File: config.mk
export PLATFORM = sky130hd
export DESIGN_NAME = float_hash_mod_mersenne61
export DESIGN_NICKNAME = d
export VERILOG_FILES = /design/src/rtl/core/fhm61_pkg.sv /design/src/rtl/core/float_hash_mod_mersenne61.sv
export SDC_FILE = /design/constraint.sdc
export NUM_CORES = 1
export LEC_CHECK = 0
export ABC_AREA = 1
export BUFFER_PORTS_ARGS = -buffer_cell sky130_fd_sc_hd__buf_2
export CAP_MARGIN = 15
export CORE_UTILIZATION = 41
export DETAILED_ROUTE_END_ITERATION = 10
export PLACE_DENSITY_LB_ADDON = 0.1
export SYNTH_ARGS = -nofsm -noshare
export SYNTH_HDL_FRONTEND = slang
export SYNTH_SLANG_ARGS = --single-unit
File: constraint.sdc
create_clock -name clk -period 14.1 [get_ports clk]
set_input_delay 2.82 -clock clk [delete_from_list [all_inputs] [get_ports clk]]
set_output_delay 2.82 -clock clk [all_outputs]
set_load 0.005 [all_outputs]
File: src/rtl/core/fhm61_pkg.sv
// Types and constants for the binary64 hash modulo 2^61-1.
// No dependencies.
package fhm61_pkg;

  localparam int unsigned DATA_W   = 64;
  localparam int unsigned HASH_W   = 61;
  localparam int unsigned MANT_W   = 53;
  localparam int unsigned FRAC_W   = 52;
  localparam int unsigned EXP_W    = 11;
  localparam int unsigned ROT_W    = 6;

  localparam logic [EXP_W-1:0]  EXP_SPECIAL = 11'h7FF;
  // (e - 1075) mod 61 == (e + 23) mod 61; subnormals behave as e == 1
  localparam logic [11:0]       ROT_OFFSET  = 12'd23;
  localparam logic [7:0]        HMOD_X1     = 8'd61;
  localparam logic [7:0]        HMOD_X2     = 8'd122;
  localparam logic [DATA_W-1:0] HASH_INF    = 64'd314159;

  typedef struct packed {
    logic neg;
    logic nan;
    logic inf;
  } fhm61_flags_t;

endpackage

File: src/rtl/core/float_hash_mod_mersenne61.sv
// Hash of a binary64 bit pattern modulo the Mersenne prime 2^61-1.
// Depends on fhm61_pkg.
//
// Four-stage pipeline: decode and fold of the exponent, reduction of the
// rotation amount mod 61, 61-bit barrel rotation of the mantissa, then sign
// negation and special-value select into the output register. One item is
// accepted per cycle while in_tready is high. Each stage holds only while the
// stage after it is full and stalled, so gaps close up.
module float_hash_mod_mersenne61
  import fhm61_pkg::*;
(
  input  logic              clk,
  input  logic              rst_n,
  input  logic              in_tvalid,
  output logic              in_tready,
  input  logic [DATA_W-1:0] in_tdata,   // [63:0] value_bits
  output logic              out_tvalid,
  input  logic              out_tready,
  output logic [DATA_W-1:0] out_tdata   // [63:0] hash_value
);

  logic v1_r, v2_r, v3_r, out_valid_r;
  logic en1, en2, en3, out_en;

  fhm61_flags_t flags1_r, flags2_r, flags3_r;
  logic [MANT_W-1:0] mant1_r, mant2_r;
  logic [7:0]        fold1_r;
  logic [ROT_W-1:0]  rot2_r;
  logic [HASH_W-1:0] mag3_r;
  logic [DATA_W-1:0] out_data_r;

  assign out_en    = !out_valid_r || out_tready;
  assign en3       = !v3_r || out_en;
  assign en2       = !v2_r || en3;
  assign en1       = !v1_r || en2;
  assign in_tready = en1;

  // stage 1: decode
  logic [EXP_W-1:0]  ex;
  logic [FRAC_W-1:0] frac;
  logic [EXP_W-1:0]  ex_eff;
  logic [11:0]       ex_sum;
  logic [7:0]        fold_nxt;
  fhm61_flags_t      flags_nxt;

  always_comb begin
    ex            = in_tdata[62:52];
    frac          = in_tdata[FRAC_W-1:0];
    ex_eff        = (ex == '0) ? 11'd1 : ex;
    ex_sum        = {1'b0, ex_eff} + ROT_OFFSET;
    // 64 == 3 mod 61
    fold_nxt      = 8'({2'b0, ex_sum[11:6]} * 8'd3) + {2'b0, ex_sum[5:0]};
    flags_nxt.neg = in_tdata[63];
    flags_nxt.nan = (ex == EXP_SPECIAL) && (frac != '0);
    flags_nxt.inf = (ex == EXP_SPECIAL) && (frac == '0);
  end

  always_ff @(posedge clk) begin
    if (!rst_n) begin
      v1_r <= 1'b0;
    end else if (en1) begin
      v1_r <= in_tvalid;
    end
    if (en1) begin
      flags1_r <= flags_nxt;
      mant1_r  <= {(ex != '0), frac};
      fold1_r  <= fold_nxt;
    end
  end

  // stage 2: rotation amount mod 61
  logic [7:0] rot_full;

  always_comb begin
    priority if (fold1_r >= HMOD_X2) begin
      rot_full = fold1_r - HMOD_X2;
    end else if (fold1_r >= HMOD_X1) begin
      rot_full = fold1_r - HMOD_X1;
    end else begin
      rot_full = fold1_r;
    end
  end

  always_ff @(posedge clk) begin
    if (!rst_n) begin
      v2_r <= 1'b0;
    end else if (en2) begin
      v2_r <= v1_r;
    end
    if (en2) begin
      flags2_r <= flags1_r;
      mant2_r  <= mant1_r;
      rot2_r   <= rot_full[ROT_W-1:0];
    end
  end

  // stage 3: rotate left within 61 bits
  logic [HASH_W-1:0]   m61;
  logic [2*HASH_W-1:0] rot_dbl;

  always_comb begin
    m61     = {{(HASH_W-MANT_W){1'b0}}, mant2_r};
    rot_dbl = {m61, m61} << rot2_r;
  end

  always_ff @(posedge clk) begin
    if (!rst_n) begin
      v3_r <= 1'b0;
    end else if (en3) begin
      v3_r <= v2_r;
    end
    if (en3) begin
      flags3_r <= flags2_r;
      mag3_r   <= rot_dbl[2*HASH_W-1:HASH_W];
    end
  end

  // stage 4: sign and special values
  logic [DATA_W-1:0] mag64, signed64, res_nxt;

  always_comb begin
    mag64    = {{(DATA_W-HASH_W){1'b0}}, mag3_r};
    signed64 = flags3_r.neg ? (~mag64 + 64'd1) : mag64;
    if (signed64 == '1) begin
      signed64 = ~64'd1;
    end
    priority if (flags3_r.nan) begin
      res_nxt = '0;
    end else if (flags3_r.inf) begin
      res_nxt = flags3_r.neg ? (~HASH_INF + 64'd1) : HASH_INF;
    end else begin
      res_nxt = signed64;
    end
  end

  always_ff @(posedge clk) begin
    if (!rst_n) begin
      out_valid_r <= 1'b0;
    end else if (out_en) begin
      out_valid_r <= v3_r;
    end
    if (out_en) begin
      out_data_r <= res_nxt;
    end
  end

  assign out_tvalid = out_valid_r;
  assign out_tdata  = out_data_r;

endmodule

==> metrics.yaml <==
status: "completed"
cp-start-kind: "primary input"
grt_max_degree: 89
cts.repair.resized: 0
drt-total-wl_um: 41400
antenna_found_initial: 0
io_buffer_count: 133
finalHoldViolations: 0
layout_commonest_cell: "nand2_1"
grt_pass1_vias: 11700
nNetsFinal: 2143
end_kind: "primary output"
cts_root_buffer: "clkbuf_16"
path_cells: "buf_2 > nor2_1 > inv_2 > buf_4 > nor2_1 > inv_2 > nor2_1 > nand2_2 > buf_4 > buf_2"
grt_overflow: 0
grt_util_met1_pct: 25.7
rows: 71
synth_edf_count: 254
setup_tns_ns: 0
synthArstFlopShare_pct: 0
synth_area_per_cell_um2: 7.94
irDropWorstVdd_mv: 0.126
ys_warn_count: 0
dr.pass1.iters: 5
cpPeakStageDelay_ns: 0.59
top_usage_layer: "met2"
arrival_ns: 4.74
fin_crit_ns: 7.56
vias_per_cell: 4.93
path_delay_family: "buffers and inverters"
p_per_area_nw_per_um2: 228
num-fill-cells: 3797
worstHoldEndpoint: "mant2_r[18]$_DFFE_PP_"
drt_iter0_drc: 823
max_cap_violations: 0
place.gp.congestion: 0.936
r2r-end: "mag3_r[11]$_DFFE_PP_"
ys_seq_elements: 258
crit_required_ns: 11.28
clk_latency_ns: 0.55
dpl_cell_area_um2: 16700
setup_viol_count_final: 0
final_area_um2: 17500
grt_pass1_wl_um: 63200
final_cell_mix: "nand2_1 (661), o21ai_0 (291), edfxtp_1 (254)"
hold_class: "reg2reg"
r2r_slack_ns: 10.66
max_slew_margin_pct: 35.5
r2r-start: "rot2_r[0]$_DFFE_PP_"
path_class: "in2out"
core_area_um2: 37600
drtAntennaViolNets: 0
fp.dieArea_um2: 38900
ys_seq_area_share_pct: 49.4
leakage_uw: 0.00780
cts_hold_buf: 0
timing.final.crit_share_pct: 53.6
areaGrowthSynthToFinish_pct: 11.8
worstMarginPinSlew_ns: 0.967
start_util_pct: 41.6
htreeDepth: 1
finClkSkew_ns: 0.0131
clk_path_buf_depth: 3
ioPinCount: 134
met3_usage_pct: 2.20
ys.flop_type: "edfxtp_1"
syn_nets: 2056
dp_hpwl_um: 33600
drcViolationCount: 0
path_common_cell: "nor2_1"
min_from: "mant1_r[18]$_DFFE_PP_"
clock_sinks: 258
slew_violations: 0
rsz0062_at_grt: "false"
final_layout_size_suffix_gt1_share_pct: 10.6
timing.fmax_ghz: 0.132
clkTransAtPathRegs_ns: 0.06
grt_usage_pct: 21.4
vias: 12700
cts_tree: "yes"
critPathSlowestCell: "buf_4"
fp.dieH_um: 197
cts_buffers: 27
worstPathMaxFanout: 66
post_drt_wl_per_cell_um: 16.0
cp.depth: 10
synth_area_um2: 15600
die_w_um: 197
met2_usage_pct: 38.6
cp_num_buf_inv: 6
reg2reg_depth: 9
hold_depth: 0
synthCells: 1967
synth_cell_types: 45
post_cts_buffers: 0
n_antenna_cell: 0
[synth_stat cells (all sizes together), types with 15 or more instances]
cell / instances / share of area (%)
nand2: 675 / 16
o21ai: 301 / 9.6
edfxtp: 254 / 49
inv: 189 / 4.5
nor2: 163 / 4.3
nand3: 115 / 3.7
buf: 46 / 1.4
clkbuf: 44 / 1.1
mux2i: 42 / 2.7
nand3b: 22 / 1.1
a21oi: 18 / 0.58
ha: 15 / 1.2
[sequential cells by signal, summed over array words and instances (netlist names)]
register / count
mant2_r: 53
mag3_r: 61
fold1_r: 8
flags2_r: 3
v3_r: 1
out_tvalid: 1
out_tdata: 64
flags3_r: 3
mant1_r: 53
v1_r: 1
rot2_r: 6
v2_r: 1
flags1_r: 3
[cell families after synthesis]
kind of cell,synth area share (%)
XOR/XNOR,1.01
AND/OR/NAND/NOR,26.9
multiplexers,2.69
AO/OA/AOI/OAI,11.0
buffers and inverters,7.07
adder cells (fa/ha/maj),1.97
flip-flops,49.4
[worst register-to-register path, cell delays in order (launching register included)]
cell,delay (ns)
edfxtp_1,0.37
buf_4,0.29
inv_2,0.67
nand2_1,0.22
nand3_1,0.11
o21ai_0,0.11
or2_2,0.31
o21ai_0,0.38
o21ai_0,0.23
o21ai_0,0.48
[stage by stage]
step                total power, uW  std cells  worst slack [ns]  utilization (%)  hold slack [ns]
finish                         3980       2585              6.54             46.5            0.416
global route                   4320       2585              6.29             46.5            0.415
CTS                            4010       2585              6.45             46.5            0.413
detailed placement             3360       2536              6.47             44.3            0.405
global placement               3340       2536              6.49             44.3            0.401
floorplan                      2650       1967              4.07                -            0.400
[layer usage]
layer | wire length (um) | part of all wire [%]
met1 | 17600 | 42
met4 | 1770 | 4.3
met3 | 1430 | 3.4
met5 | 0 | 0
met2 | 20600 | 50
[worst max path at each step]
stage | start | endpoint | slack (ns)
after floorplan | out_tready | in_tready | 4.07
after global placement | out_tready | in_tready | 6.49
after detailed placement | out_tready | in_tready | 6.47
after CTS | out_tready | in_tready | 6.45
after global routing | out_tready | in_tready | 6.29
final | out_tready | in_tready | 6.54
[cell type report]
class	instances	area, um2	share of cell area (%)
flip-flops and latches	258	7710	44.1
multi-input cells	1427	6810	39.0
repair buffers	148	778	4.46
inverters	192	721	4.13
clock buffers	29	683	3.91
well taps	511	639	3.66
clock inverters	20	128	0.731
[report_power, final]
group / leakage (uW) / total [uW] / switching, uW / internal, uW
clock: 0.000393 / 645 / 278 / 367
combinational: 0.00467 / 2010 / 1410 / 606
sequential: 0.00274 / 1320 / 159 / 1170
total: 0.00780 / 3980 / 1840 / 2140
Note: power is estimated with default switching activity, not from simulation.
